--- src/hdl/msq_front.sv ---
// Loads points into three store copies; hands a search job (point count) to the back end.
module msq_front #(
   parameter int MAX_POINTS = 256,
   parameter int COORD_BITS = 16
) (
   input  logic                       clock,
   input  logic                       reset,
   input  logic                       req_valid,
   output logic                       req_stall,
   input  logic [COORD_BITS-1:0]      req_coord_x,
   input  logic [COORD_BITS-1:0]      req_coord_y,
   input  logic                       req_last_point,
   output logic                       wr_en,
   output logic [$clog2(MAX_POINTS)-1:0] wr_addr,
   output logic [2*COORD_BITS-1:0]    wr_data,
   output logic                       job_valid,
   output logic [$clog2(MAX_POINTS):0] job_count,
   input  logic                       job_done
);
   localparam int CW = $clog2(MAX_POINTS) + 1;
   logic [CW-1:0] count_ff, count_in;
   logic          busy_ff, busy_in;
   logic          acc;

   // store is shared with the back end, so loading waits while a search runs
   assign req_stall = busy_ff;
   assign acc       = req_valid && !busy_ff;
   assign wr_en     = acc && (count_ff < CW'(MAX_POINTS));
   assign wr_addr   = count_ff[CW-2:0];
   assign wr_data   = {req_coord_y, req_coord_x};
   assign job_valid = busy_ff;

   always_comb begin
      count_in = count_ff;
      busy_in  = busy_ff;
      if (acc) begin
         if (wr_en) begin
            count_in = count_ff + CW'(1);
         end
         if (req_last_point) begin
            busy_in = 1'b1;
         end
      end
      if (busy_ff && job_done) begin
         busy_in  = 1'b0;
         count_in = '0;
      end
   end

   logic [CW-1:0] job_count_ff;
   always_ff @(posedge clock) begin
      if (reset) begin
         count_ff     <= '0;
         busy_ff      <= 1'b0;
         job_count_ff <= '0;
      end else begin
         count_ff <= count_in;
         busy_ff  <= busy_in;
         if (acc && req_last_point) begin
            job_count_ff <= count_in;
         end
      end
   end
   assign job_count = job_count_ff;
endmodule

--- config.mk ---
export PLATFORM = sky130hd
export DESIGN_NAME = msq_front
export DESIGN_NICKNAME = d
export VERILOG_FILES = /design/src/hdl/msq_front.sv
export SDC_FILE = /design/constraint.sdc
export NUM_CORES = 1
export LEC_CHECK = 0
export BUFFER_PORTS_ARGS = -buffer_cell sky130_fd_sc_hd__buf_2
export CORE_ASPECT_RATIO = 1.75
export CORE_MARGIN = 5
export CORE_UTILIZATION = 38
export DETAILED_ROUTE_END_ITERATION = 10
export GPL_TIMING_DRIVEN = 1
export HOLD_SLACK_MARGIN = 0.08
export PLACE_DENSITY_LB_ADDON = 0.25
export SYNTH_ARGS = -nofsm -noshare
export SYNTH_HDL_FRONTEND = slang
export SYNTH_SLANG_ARGS = --single-unit
--- constraint.sdc ---
create_clock -name clock -period 1.8 [get_ports clock]
set_input_delay 0.27 -clock clock [delete_from_list [all_inputs] [get_ports clock]]
set_output_delay 0.27 -clock clock [all_outputs]
set_load 0.05 [all_outputs]
Yosys cells after proc, flatten, opt, wreduce, memory -nomap -nowiden
Index checks and enable logic that the tools add are counted.

cells by class
  reduce and logical (&&, ||, !) cells = 7
  add/subtract/negate cells = 1
  multiplexer cells = 3
  magnitude comparators = 1

operators with widths
  operator             count
  $mux 9               3
  $add 9x1->9 const B  1
  $lt 9x9->1 const B   1
  $logic_and 1x1->1    4
  $reduce_and 2->1     1
  $reduce_or 2->1      1
  $logic_not 1->1      1

word-level totals
  register bits after elaboration = 19
  word-level logic and storage cells = 15
  bits of input ports = 37
  output and inout port bits = 52

Depth between registers and ports, before layout
  depth after elaboration = 6
  depth in mapped cells = 5
  gate-level depth less buffers = 5

Least setup slack after synthesis
OpenSTA, ideal clock, no wires.

  kind = register to register
  from = reg busy_ff, in the netlist job_valid
  to = reg job_count_ff[6], in the netlist job_count[6]
  buffers on the path = 0
  path slack = -9 ps
  data required time = 1666 ps
  period minus slack after synthesis = 1809 ps
  setup time = 134 ps
  data arrival time = 1675 ps
  stages on the path, launching flop included = 6
  path through = dfxtp_1 or3b_4 clkinv_2 nand4_1 xor2_1 a211oi_2

on the way
  word-level cells in the longest chain between the ends = 6
  elaborated cells between the ends (all ways) = 8
  those cells by class = mux: 3; reduce/logical: 5

RTL lines
  what                      line  source
  start: declaration        22    logic busy_ff, busy_in;
  start signal: assignment  58    busy_ff <= busy_in;
  $logic_not 1->1           27    assign acc = req_valid && !busy_ff;
  $logic_and 1x1->1         27
  $logic_and 1x1->1         28    assign wr_en = acc && (count_ff < CW'(MAX_POINTS));
  via wr_en                 13    output logic wr_en,
  $mux 9                    37    if (wr_en) begin
  $mux 9                    36    if (acc) begin
  $mux 9                    44    if (busy_ff && job_done) begin
  end signal: assignment    60    job_count_ff <= count_in;
  end: declaration          50    logic [CW-1:0] job_count_ff;

The timed path passes the listed nets, and every way through them passes these cells.
A chain may end at the register's enable or synchronous reset.

Worst setup path in the final report
  from = reg busy_ff, in the netlist job_valid
  to = out wr_en

on the way
  word-level cells in the longest chain between the ends = 3

RTL lines
  what               line
  $logic_not 1->1    27
  $logic_and 1x1->1  27
  $logic_and 1x1->1  28
  end: declaration   13

Every way passes these cells.

==> impl_metrics.toml <==
[critical_path]
cp_cell_sequence = "or3b_4 > clkinv_2 > buf_2"
end_kind = "primary output"
r2r_setup_slack_ns = 0.29
crit_required_ns = 1.53
arrival_ns = 1.45
rr_startpoint = "job_valid"
critPathMaxStageDelay_ns = 0.44
critPathSlowestCell = "or3b_4"
critPathKind = "flop to primary output"
worstSetupStartpointType = "flop"
r2r_end = "job_count[7]"
reg2reg_depth = 4
crit_fanout = 7

[synthesis]
syn_inst = 121
synthTopCellsByArea = "dfxtp_1 (35%), buf_4 (28%), nor2_1 (6.5%), a211oi_2 (3.4%), xnor2_1 (3.2%)"
seq_area_frac_synth_pct = 34.74
synth_nets = 159
synth_area_mm2 = 0.001095
synth_top_area_share_pct = 34.74
synth.ff_latch_count = 19
synth_edf_count = 0
synthDistinctLibCells = 27
syn_area_per_cell_um2 = 9.048
async_flop_share_pct = 0
yosys.area.top_type = "dfxtp_1"
yosys_warnings = 0
synth_flop_cell = "dfxtp_1"

[floorplanning]
dieArea_mm2 = 0.004097
die_h_um = 81.01
dieWidth_um = 50.58
core_area_mm2 = 0.002753
start_util_pct = 39.77
placementRows = 25
ioPinCount = 89

[finish]
register_area_um2 = 381.6
multiInputGateArea_um2 = 385.4
fill_cells = 305
area_growth_pct = -9.257
fin_nets = 146
finalCoreUtilization_pct = 36.09
antennaDiodeCount = 0
drive_gt1_share_pct = 36.45

[sta]
finalCriticalPeriod_ns = 1.717
fin_worst_skew_ns = 0.001339
slew_viol_final = 0
min_period_over_period_pct = 95.38
whs_ns = 0.3213
report.final.setup_viol = 0
fmax_mhz = 582.4
slew_headroom_pct = 62.23
hold_violations = 0
setup_tns_ns = 0
grt_setup_unrepaired = "false"
tightest_slew_ns = 0.5666

[clock_tree]
clk_latency_ns = 0.25
clockRootBuffer = "clkbuf_8"
cts_tree = "done"
cts-buffers-inserted = 3
cts.path.max_buffers = 2
postCtsSetupBuffers = 0
htreeDepth = 1
cts_sinks = 19
clk_pin_slew_ns = 0.07
cts_hold_buf = 0
cts_resized = 0

[detailed_routing]
ant_nets = 0
routed-via-count = 684
drcViolationCount = 0
avgRoutedWirePerCell_um = 15.28
wl_um = 2047
dr.pass1.iters = 4
avgViaCountPerCell = 5.104
dr.first_iter.drc_count = 7

[run_status]
status = "completed"

[min_path]
min_from = "reset"
worstHoldEndpoint = "job_count[3]"
hp-class = "primary input to flop"
whs_path_depth = 2

[power]
ir_worst_vdd_mv = 0.4182
p_per_area_mw_per_mm2 = 935.1
p_leak_nw = 0.4345

[global_routing]
grt_pass1_wl_um = 3360
grt_max_degree = 16
antenna_found_initial = 0
grt_pass1_vias = 685
grt_use_total_pct = 10.70
grt-ovfl-total = 0

[placement]
post-dp-hpwl_um = 1604
globalplace.congestion = 0.8098
portBuffers = 24

[job]
maxCapViolCount = 0
per-layer routing:
layer	global-route usage, %	wire (um)	up-vias
li1	-	-	326
met2	16.04	966	20
met3	2.752	171	21
met5	0	0	-
met1	12.13	801	317
met4	9.463	108	0
sequential cells by signal, summed over array words and instances (netlist names):
signal     flops
count_ff       9
job_count      9
job_valid      1
final cells by class:
type | count | share of cell area [%]
timing repair buffer | 27 | 14.36
tap | 27 | 3.401
inverter | 1 | 0.5038
sequential | 19 | 38.41
clock buffer | 4 | 4.534
multi-input combinational | 56 | 38.79
report_power, final:
group	leakage, nW	total (mW)	internal, mW	switching (mW)
clock network	0.0228	0.299	0.157	0.142
logic	0.257	0.180	0.0510	0.129
registers	0.155	0.450	0.438	0.0121
cell usage after synthesis, types with 2 or more instances:
| master | count |
|---|---|
| nand3_1 | 2 |
| mux2i_1 | 2 |
| xor2_1 | 4 |
| a211oi_1 | 3 |
| a211oi_2 | 3 |
| nor2_1 | 19 |
| xnor2_1 | 4 |
| buf_4 | 41 |
| clkbuf_1 | 2 |
| dfxtp_1 | 19 |
| nand2_1 | 3 |
| nand2b_1 | 3 |
| nand4_1 | 2 |
worst max path at each step:
stage	startpoint	end	slack (ns)	cells after the start
6_report	job_valid	wr_en	0.08	3
2_1_floorplan	job_valid	job_count[6]	0.13	5
3_3_place_gp	req_valid	job_count[7]	0.29	5
4_1_cts	job_valid	wr_en	0.08	3
3_5_place_dp	req_valid	job_count[6]	0.29	6
5_1_grt	job_valid	wr_en	0.03	3
per-stage QoR:
step,instances,instance area [um^2],power (mW),setup WS [ns]
final,134,993.5,0.9290,0.08307
after global routing,134,993.5,0.9696,0.03111
after CTS,134,993.5,0.9360,0.07732
after detailed placement,130,948.4,0.6426,0.2858
after global placement,130,948.4,0.6400,0.2885
after floorplan,121,1096,0.7967,0.1338
layout by cell type (no fill, tap or decap):
master,netlist,layout
clkinv_2,1,1
a21o_1,1,1
or3b_4,1,1
dfxtp_2,0,1
a211oi_1,3,3
nor4_4,1,1
and3_1,1,1
and3b_1,1,1
nor2_1,19,19
nor3_2,1,1
buf_4,41,3
mux2i_1,2,2
nand2b_1,3,3
dfxtp_1,19,18
a31oi_1,1,1
nand4b_1,1,1
nand2_1,3,3
clkbuf_1,2,1
o22ai_1,1,1
ha_1,1,1
a211oi_2,3,3
xor2_1,4,4
xnor2_1,4,4
o22ai_2,1,1
nand4_1,2,2
nand3_1,2,2
clkbuf_8,0,3
buf_2,1,24
logic make-up (layout without fill, tap and decap cells):
family	after synthesis	count (layout)	share of synthesized area, %
AO/OA/AOI/OAI	10	10	8.458
flip-flops	19	19	34.74
multiplexers	2	2	1.829
AND/OR/NAND/NOR	35	35	17.37
adder cells (fa/ha/maj)	1	1	1.143
XOR/XNOR	8	8	6.399
buffers and inverters	46	32	30.06
worst max-delay path: cells and delay by family, from the launching register on:
| kind | cells | cell delay, ns |
|---|---|---|
| flops | 1 | 0.35 |
| buf+inv | 2 | 0.41 |
| simple gates | 1 | 0.44 |
No activity file was read; power rests on OpenSTA's default activity.
