`config.mk`:
```
export PLATFORM = sky130hd
export DESIGN_NAME = msq_back
export DESIGN_NICKNAME = d
export VERILOG_FILES = /design/src/hdl/msq_pkg.sv /design/src/hdl/msq_back.sv
export SDC_FILE = /design/constraint.sdc
export NUM_CORES = 2
export LEC_CHECK = 0
export ABC_AREA = 1
export BUFFER_PORTS_ARGS = -buffer_cell sky130_fd_sc_hd__buf_4
export CAP_MARGIN = 30
export CELL_PAD_IN_SITES_DETAIL_PLACEMENT = 1
export CELL_PAD_IN_SITES_GLOBAL_PLACEMENT = 2
export CORE_MARGIN = 1.5
export CORE_UTILIZATION = 40
export DETAILED_ROUTE_END_ITERATION = 12
export GPL_TIMING_DRIVEN = 1
export PLACE_DENSITY = 0.83
export SLEW_MARGIN = 20
export SYNTH_ARGS = -nofsm -noshare
export SYNTH_HDL_FRONTEND = slang
export SYNTH_SLANG_ARGS = --single-unit
```
`constraint.sdc`:
```
create_clock -name clock -period 11.2 [get_ports clock]
set_input_delay 2.8 -clock clock [delete_from_list [all_inputs] [get_ports clock]]
set_output_delay 2.8 -clock clock [all_outputs]
set_load 0.05 [all_outputs]
```
`src/hdl/msq_pkg.sv`:
```
package msq_pkg;
   localparam int MAX_POINTS_DEF = 256;
   localparam int COORD_BITS_DEF = 16;
   localparam int AREA_BITS = 33;
endpackage

```
`src/hdl/msq_back.sv`:
```
// Pair search: per (i,j) not below the best area, a corner scan over k; corners checked one k per cycle.
module msq_back #(
   parameter int MAX_POINTS = 256,
   parameter int COORD_BITS = 16
) (
   input  logic                          clock,
   input  logic                          reset,
   input  logic                          job_valid,
   input  logic [$clog2(MAX_POINTS):0]   job_count,
   output logic                          job_done,
   output logic [$clog2(MAX_POINTS)-1:0] rd_a_addr,
   input  logic [2*COORD_BITS-1:0]       rd_a_data,
   output logic [$clog2(MAX_POINTS)-1:0] rd_b_addr,
   input  logic [2*COORD_BITS-1:0]       rd_b_data,
   output logic [$clog2(MAX_POINTS)-1:0] rd_k_addr,
   input  logic [2*COORD_BITS-1:0]       rd_k_data,
   output logic                          rsp_valid,
   input  logic                          rsp_stall,
   output logic [msq_pkg::AREA_BITS-1:0] rsp_best_area
);
   localparam int CW = $clog2(MAX_POINTS) + 1;
   localparam int AW = CW - 1;
   localparam int EW = COORD_BITS + 2;
   localparam int SW = 2 * EW;

   typedef enum logic [2:0] {S_IDLE, S_FETCH, S_PAIR, S_AREA, S_SCAN, S_OUT} state_type;
   state_type     state_ff;
   logic [CW-1:0] i_ff, j_ff, k_ff, n_ff;
   logic [SW:0]   best_ff, area_ff;
   logic signed [EW-1:0] cdx_ff, cdy_ff, ddx_ff, ddy_ff, dx_ff, dy_ff;
   logic          hitc_ff, hitd_ff, rsp_valid_ff, done_ff;
   logic [msq_pkg::AREA_BITS-1:0] out_ff;

   logic signed [EW-1:0] ax, ay, bx, by, kx, ky, dxw, dyw;
   logic [SW-1:0] sqx, sqy;
   logic [SW:0]   area_w;
   assign ax = EW'($signed(rd_a_data[COORD_BITS-1:0]));
   assign ay = EW'($signed(rd_a_data[2*COORD_BITS-1:COORD_BITS]));
   assign bx = EW'($signed(rd_b_data[COORD_BITS-1:0]));
   assign by = EW'($signed(rd_b_data[2*COORD_BITS-1:COORD_BITS]));
   assign kx = EW'($signed(rd_k_data[COORD_BITS-1:0]));
   assign ky = EW'($signed(rd_k_data[2*COORD_BITS-1:COORD_BITS]));
   assign dxw = bx - ax;
   assign dyw = by - ay;
   assign sqx = SW'(dx_ff * dx_ff);
   assign sqy = SW'(dy_ff * dy_ff);
   assign area_w = {1'b0, sqx} + {1'b0, sqy};

   assign rd_a_addr = i_ff[AW-1:0];
   assign rd_b_addr = j_ff[AW-1:0];
   assign rd_k_addr = k_ff[AW-1:0];
   assign job_done = done_ff;
   assign rsp_valid = rsp_valid_ff;
   assign rsp_best_area = out_ff;

   logic last_k, hc, hd;
   assign last_k = (k_ff == n_ff);
   assign hc = (kx == cdx_ff) && (ky == cdy_ff);
   assign hd = (kx == ddx_ff) && (ky == ddy_ff);

   // advance (i,j); returns done when pairs exhausted
   logic [CW-1:0] ni, nj;
   logic          pairs_end;
   always_comb begin
      ni = i_ff;
      nj = j_ff + CW'(1);
      if (nj == i_ff) begin
         nj = nj + CW'(1);
      end
      pairs_end = 1'b0;
      if (nj >= n_ff) begin
         ni = i_ff + CW'(1);
         nj = (ni == '0) ? CW'(1) : '0;
         if (ni >= n_ff) begin
            pairs_end = 1'b1;
         end
      end
   end

   always_ff @(posedge clock) begin
      if (reset) begin
         state_ff     <= S_IDLE;
         rsp_valid_ff <= 1'b0;
         done_ff      <= 1'b0;
         i_ff <= '0; j_ff <= '0; k_ff <= '0; n_ff <= '0;
         best_ff <= '0;
      end else begin
         done_ff <= 1'b0;
         if (rsp_valid_ff && !rsp_stall && (state_ff != S_OUT)) begin
            rsp_valid_ff <= 1'b0;
         end
         case (state_ff)
            S_IDLE: begin
               if (job_valid && !done_ff) begin
                  n_ff    <= job_count;
                  best_ff <= '0;
                  i_ff    <= '0;
                  j_ff    <= CW'(1);
                  state_ff <= (job_count < CW'(2)) ? S_OUT : S_FETCH;
               end
            end
            S_FETCH: begin
               // (i,j) addresses are sampled by the store at the end of this cycle
               state_ff <= S_PAIR;
            end
            S_PAIR: begin
               // memory data for (i,j) valid now
               dx_ff  <= dxw;
               dy_ff  <= dyw;
               cdx_ff <= bx - dyw;
               cdy_ff <= by + dxw;
               ddx_ff <= ax - dyw;
               ddy_ff <= ay + dxw;
               k_ff   <= '0;
               state_ff <= S_AREA;
            end
            S_AREA: begin
               area_ff <= area_w;
               hitc_ff <= 1'b0;
               hitd_ff <= 1'b0;
               if (area_w < best_ff) begin
                  if (pairs_end) begin
                     state_ff <= S_OUT;
                  end else begin
                     i_ff <= ni; j_ff <= nj;
                     state_ff <= S_FETCH;
                  end
               end else begin
                  k_ff <= CW'(1);
                  state_ff <= S_SCAN;
               end
            end
            S_SCAN: begin
               // rd_k_data holds entry k-1
               if ((hitc_ff || hc) && (hitd_ff || hd)) begin
                  if (area_ff > best_ff) begin
                     best_ff <= area_ff;
                  end
                  k_ff <= n_ff;
               end
               hitc_ff <= hitc_ff || hc;
               hitd_ff <= hitd_ff || hd;
               if (last_k || ((hitc_ff || hc) && (hitd_ff || hd))) begin
                  if (pairs_end) begin
                     state_ff <= S_OUT;
                  end else begin
                     i_ff <= ni; j_ff <= nj;
                     state_ff <= S_FETCH;
                  end
               end else begin
                  k_ff <= k_ff + CW'(1);
               end
            end
            S_OUT: begin
               if (!rsp_valid_ff || !rsp_stall) begin
                  rsp_valid_ff <= 1'b1;
                  out_ff   <= best_ff[msq_pkg::AREA_BITS-1:0];
                  done_ff  <= 1'b1;
                  state_ff <= S_IDLE;
               end
            end
            default: state_ff <= S_IDLE;
         endcase
      end
   end

`ifndef SYNTHESIS
   a_done_once: assert property (@(posedge clock) disable iff (reset)
      done_ff |=> !done_ff) else $error("done repeated");
   a_done_rsp: assert property (@(posedge clock) disable iff (reset)
      done_ff |-> rsp_valid_ff) else $error("done without word");
   a_best_mono: assert property (@(posedge clock) disable iff (reset)
      (state_ff == S_SCAN) |=> best_ff >= $past(best_ff)) else $error("best fell");
`endif
endmodule

```
After elaboration in Yosys (flattened, before gate mapping)
Cells that the tools add are included.
{"block": "classes", "add_sub_neg": 11, "multipliers": 2, "order_cmp": 5, "n_eq_ne": 20, "muxes": 37, "bitwise_logic": 2, "n_reduce_logical": 29}
{"cell": "9-bit 2-to-1 mux", "count": 14}
{"cell": "37-bit 2-to-1 mux", "count": 3}
{"cell": "9-bit case mux with 3 select lines", "count": 3}
{"cell": "37-bit case mux with 2 select lines", "count": 1}
{"cell": "16-bit by 18-bit == test with 1-bit output", "count": 4}
{"cell": "17-bit by 17-bit multiplier with 34-bit output", "count": 2}
{"cell": "36-bit by 36-bit adder with 37-bit output", "count": 1}
{"cell": "37-bit > comparator", "count": 1}
{"cell": "37-bit < comparator", "count": 1}
{"cell": "16-bit by 17-bit adder with 18-bit output", "count": 2}
{"cell": "9-bit by 1-bit adder with 9-bit output (second input constant)", "count": 4}
{"cell": "16-bit by 17-bit subtractor with 18-bit output", "count": 2}
{"cell": "16-bit by 16-bit subtractor with 17-bit output", "count": 2}
{"cell": "9-bit == test", "count": 2}
{"cell": "9-bit greater-or-equal comparator", "count": 2}
{"cell": "3-bit 2-to-1 mux", "count": 6}
{"cell": "3-bit case mux with 6 select lines", "count": 1}
{"cell": "2-bit != test (second input constant)", "count": 7}
{"cell": "9-bit zero test", "count": 1}
{"cell": "9-bit by 2-bit < comparator with 1-bit output (second input constant)", "count": 1}
{"cell": "3-bit AND reduction", "count": 3}
{"cell": "2-bit AND reduction", "count": 4}
{"cell": "4-bit AND reduction", "count": 2}
{"cell": "1-bit 2-to-1 mux", "count": 7}
{"cell": "other kinds (13)", "count": 30}
{"block": "totals", "register_bits": 256, "output_inout_bits": 59, "word_cells": 124}

Longest topological paths before layout
{"block": "logic_depth", "word_depth": 8, "mapped_depth": 51}

Least setup slack after synthesis
No wires, ideal clock.
{"block": "synth_timing", "path_type": "register to register", "from": "register dy_ff[2]", "to": "register i_ff[3]", "arrival_time_ps": 8716, "path_slack_ps": 2356, "stages_incl_launch_ff": 43, "synth_period_minus_slack_ps": 8844, "cell_sequence": "edfxtp_1 > clkbuf_1 > clkbuf_1 > nand2_1 > inv_1 > fa_1 > inv_1 > fa_1 > inv_1 > fa_1 > fa_1 > fa_1 > inv_1 > fa_1 > inv_1 > ha_1 > nand2_1 > nor4_1 > [7 not listed] > nand3_1 > nand2_1 > o211ai_1 > nand2_1 > nand3_1 > nand2_1 > ha_1 > a21oi_1 > o21ai_0 > a21o_1 > nor2_1 > nand3_1 > nand2_2 > and2_1 > nand2_2 > buf_4 > o21ai_0 > nor2_1"}
{"block": "synth_via", "elab_chain_len": 5}
{"item": "from (decl)", "line_no": "msq_back.sv:30", "rtl": "logic signed [EW-1:0] cdx_ff, cdy_ff, ddx_ff, ddy_ff, dx_ff, dy_ff;"}
{"item": "from (signal assigned)", "line_no": "msq_back.sv:109", "rtl": "dy_ff <= dyw;"}
{"item": "17-bit by 17-bit multiplier with 34-bit output", "line_no": "msq_back.sv:46", "rtl": "assign sqy = SW'(dy_ff * dy_ff);"}
{"item": "36-bit by 36-bit adder with 37-bit output", "line_no": "msq_back.sv:47", "rtl": "assign area_w = {1'b0, sqx} + {1'b0, sqy};"}
{"item": "via area_w[34]", "line_no": "msq_back.sv:36", "rtl": "logic [SW:0] area_w;"}
{"item": "37-bit < comparator", "line_no": "msq_back.sv:121", "rtl": "if (area_w < best_ff) begin"}
{"item": "2-bit != test (no source line)"}
{"item": "4-bit AND reduction (no source line)"}
{"item": "to (signal assigned)", "line_no": "msq_back.sv:125", "rtl": "i_ff <= ni; j_ff <= nj;"}
{"item": "to (signal assigned)", "line_no": "msq_back.sv:147", "rtl": "i_ff <= ni; j_ff <= nj;"}
{"item": "to (decl)", "line_no": "msq_back.sv:28", "rtl": "logic [CW-1:0] i_ff, j_ff, k_ff, n_ff;"}
The timed path passes the listed nets, and every way through them passes these cells.
A chain may end at the register's enable or synchronous reset.

Worst setup path after layout
{"block": "layout_timing", "from": "register dy_ff[3]", "to": "register i_ff[1]"}
The elaborated chain is that of the path after synthesis.

==> results.md <==
* Status: finished, final reports clean
* Count of final max-slew check failures at 0
* Hold Crit Class: register to register
* Sequential area share after synthesis at 17.7%
* # clock sinks at 256
* Final setup TNS at 0 ns
* Mapped Cells at 4710
* Post-synthesis simple-gate area fraction at 14.6%
* Crit-path max FO at 14
* Maximum clock frequency at 99.8 MHz
* Later-pin clock latency in the skew report at 0.63 ns
* Final worst-path cycle share at 89.5%
* Compound-cell area share of the yosys netlist at 7.82%
* Cell with the most instances on the worst path: nand2_1
* Hold Crit Depth at 0
* Post-CTS Hold Fix Bufs at 0
* Adder-cell share of the synthesized area at 40.9%
* CTS buffer count at 31
* H-Tree Depth at 1
* CP arrival at 10.56 ns
* Worst Max-Slew Pin Slew at 0.938 ns
* Drt drc at 0
* Fraction of registers with async set/reset at 0%
* Final setup skew at 0.0256 ns
* Die area at 99400 um2
* Routability cong. at 0.875
* Pre-CTS WS at 1.17 ns
* Root Buffer: clkbuf_16
* Setup Crit Path Kind: register to register
* Reg2reg start: dy_ff[3]$_DFFE_PP_
* Commonest non-fill, non-tap cell in the layout: inv_1
* Post-DR wirelength/cell at 18.2 um
* Ports at 168
* Die W at 315 um
* Via Count at 30062
* Post-CTS Setup Repair Bufs at 0
* Clock Tree Buf Depth at 3
* Hold Vio Cnt, Final at 0
* Hold path endpoint: rsp_best_area[4]$_DFFE_PP_
* Initial Utilization at 40.4%
* GR Overflow Total at 0
* Mux cell area share after synthesis at 0.0577%
* Number of synthesized flops with an enable pin at 178
* Main combinational cell family by area after synthesis: adder cells
* Vias in the first global route at 32913
* Number of synthesis warnings at 0
* Port bufs at 167
* Worst path required time at 11.75 ns
* Most frequent cells in the layout: 1127 x inv_1, 880 x nand2_1, 542 x fa_1
* Vias per cell at 4.92
* Final Cell Area at 42500 um2
* FF-to-FF setup slack at 1.18 ns
* Setup-failing EPs final at 0
* Initial DRC count at 1260
* Post-synthesis cell type count at 50
* Post-Route WL at 111 mm
* Final ANT Viol Nets at 0
* First-pass GRT wire length at 179 mm
* Area grow syn2layout at 8.84%
* Final Net Count at 5863
* Placeable Area at 96700 um2
* Mapped Area at 39000 um2
* Area after DPL at 41400 um2
* Synth Flop Type: edfxtp_1
* Final setup margin at 1.18 ns
* Crit-path max cell delay at 0.73 ns
* CTS tree: done
* Reg clk slew, reported paths at 0.07 ns
* Xor and xnor area share after synthesis at 6.51%
* Antenna diodes at 0
* Layout cell share with drive strength beyond 1 at 6.01%
* FF-to-FF End: i_ff[1]$_SDFFE_PP0P_
* Syn avg cell area at 8.29 um2
* Post-synth top area share at 27.8%
* Synth top area cells: fa_1 28%, edfxtp_1 14%, ha_1 13%
* Worst rel slew slack at 37.5%
* GRT Resource Usage Total at 22.8%
* R2R depth at 40
* Largest net degree at the start of global routing at 75
* Worst hold start: best_ff[4]$_SDFFE_PP0P_
* First drt pass iteration count at 5
* Syn nets at 5768
* MaxCap Viol Count at 0
* Resize count post-CTS at 0
* Yosys reg bits at 256
* RSZ-0062 raised after global routing: false
* Yosys top cell by area: fa_1
* Num rows at 114
* CP Launch Type: register
* Slowest cell on crit path: fa_1
* Dpl hpwl at 95.7 mm
* Final min period at 10.02 ns
* Antenna violations before repair at 1
* Die Y at 315 um
* Crit. End Element: register
-- layout make-up --
type                    instances  area [um2]
fillers                     11696       54200
multi-input cells            3196       27300
flip-flops and latches        256        6910
inverters                    1131        4250
well taps                    1276        1600
repair buffers                189        1460
clock buffers                  38         822
clock inverters                19         164
-- worst max-delay path, delay by kind of cell (launching register included) --
| family | cells | cell delay (ns) |
|---|---|---|
| buf+inv | 5 | 0.47 |
| fa+ha+maj | 9 | 4.49 |
| simple gates | 22 | 3.46 |
| xor+xnor | 1 | 0.19 |
| flops | 1 | 0.68 |
| compound gates | 3 | 0.62 |
-- layer usage --
layer	routed length, um	vias to the layer above	track usage, %
li1	-	14638	-
met1	51600	14883	30.6
met2	54100	424	40.2
met3	3090	115	1.84
met4	2470	2	4.98
met5	9	-	0
-- through the flow --
step,cells,util [%],hold slack (ns)
2_1_floorplan,4710,-,0.408
5_1_grt,6105,43.9,0.437
3_3_place_gp,6045,42.8,0.411
6_report,6105,43.9,0.429
3_5_place_dp,6045,42.8,0.417
4_1_cts,6102,43.9,0.432
-- kinds of logic after synthesis --
logic type                 count (synthesis)
AOI/OAI and AO/OA                        561
adders and majority gates                949
xor gates and xnor gates                 287
and+or+nand+nor                         1397
muxes                                      2
DFF                                      256
buffers and inverters                   1258
-- cells in the mapped netlist, types with 4 or more instances --
cell type	instances
a31o_2	4
nor4_1	14
inv_1	1128
a21oi_1	320
o21a_1	7
xor2_1	154
nand2_1	880
or2_2	9
a21o_1	17
buf_4	26
o21bai_1	14
buf_6	5
buf_1	11
a31oi_1	15
nor2_2	4
dfxtp_1	78
buf_2	8
nand4_1	38
clkbuf_1	77
o211ai_1	9
nand2_2	18
xnor2_1	131
fa_1	542
and2_1	4
o21ai_0	136
edfxtp_1	178
o21ai_1	5
o31ai_1	4
ha_1	407
nand3_1	101
a21boi_0	16
nand3b_1	5
nor2_1	287
nor3_1	29
-- worst max-delay path by stage --
stage | start | end | slack [ns] | depth (start not counted)
6_report | dy_ff[3]$_DFFE_PP_ | i_ff[1]$_SDFFE_PP0P_ | 1.18 | 40
5_1_grt | dy_ff[2]$_DFFE_PP_ | i_ff[1]$_SDFFE_PP0P_ | 0.19 | 40
4_1_cts | dx_ff[5]$_DFFE_PP_ | i_ff[1]$_SDFFE_PP0P_ | 1.13 | 43
3_5_place_dp | dx_ff[5]$_DFFE_PP_ | i_ff[1]$_SDFFE_PP0P_ | 1.17 | 43
3_3_place_gp | dx_ff[5]$_DFFE_PP_ | k_ff[1]$_SDFFE_PP0P_ | 1.35 | 41
2_1_floorplan | dy_ff[2]$_DFFE_PP_ | i_ff[3]$_SDFFE_PP0P_ | 2.36 | 42
-- sequential cells by signal, summed over array words and instances (netlist names), 3 cells and up --
| signal | cells |
|---|---|
| ddy_ff | 18 |
| cdx_ff | 18 |
| ddx_ff | 18 |
| dy_ff | 17 |
| area_ff | 37 |
| k_ff | 9 |
| best_ff | 37 |
| i_ff | 9 |
| n_ff | 9 |
| cdy_ff | 18 |
| dx_ff | 17 |
| rsp_best_area | 33 |
| state_ff | 3 |
| j_ff | 9 |
Power is not shown: default switching activity piles up to over one toggle a cycle in this logic, so the estimate is an artifact.
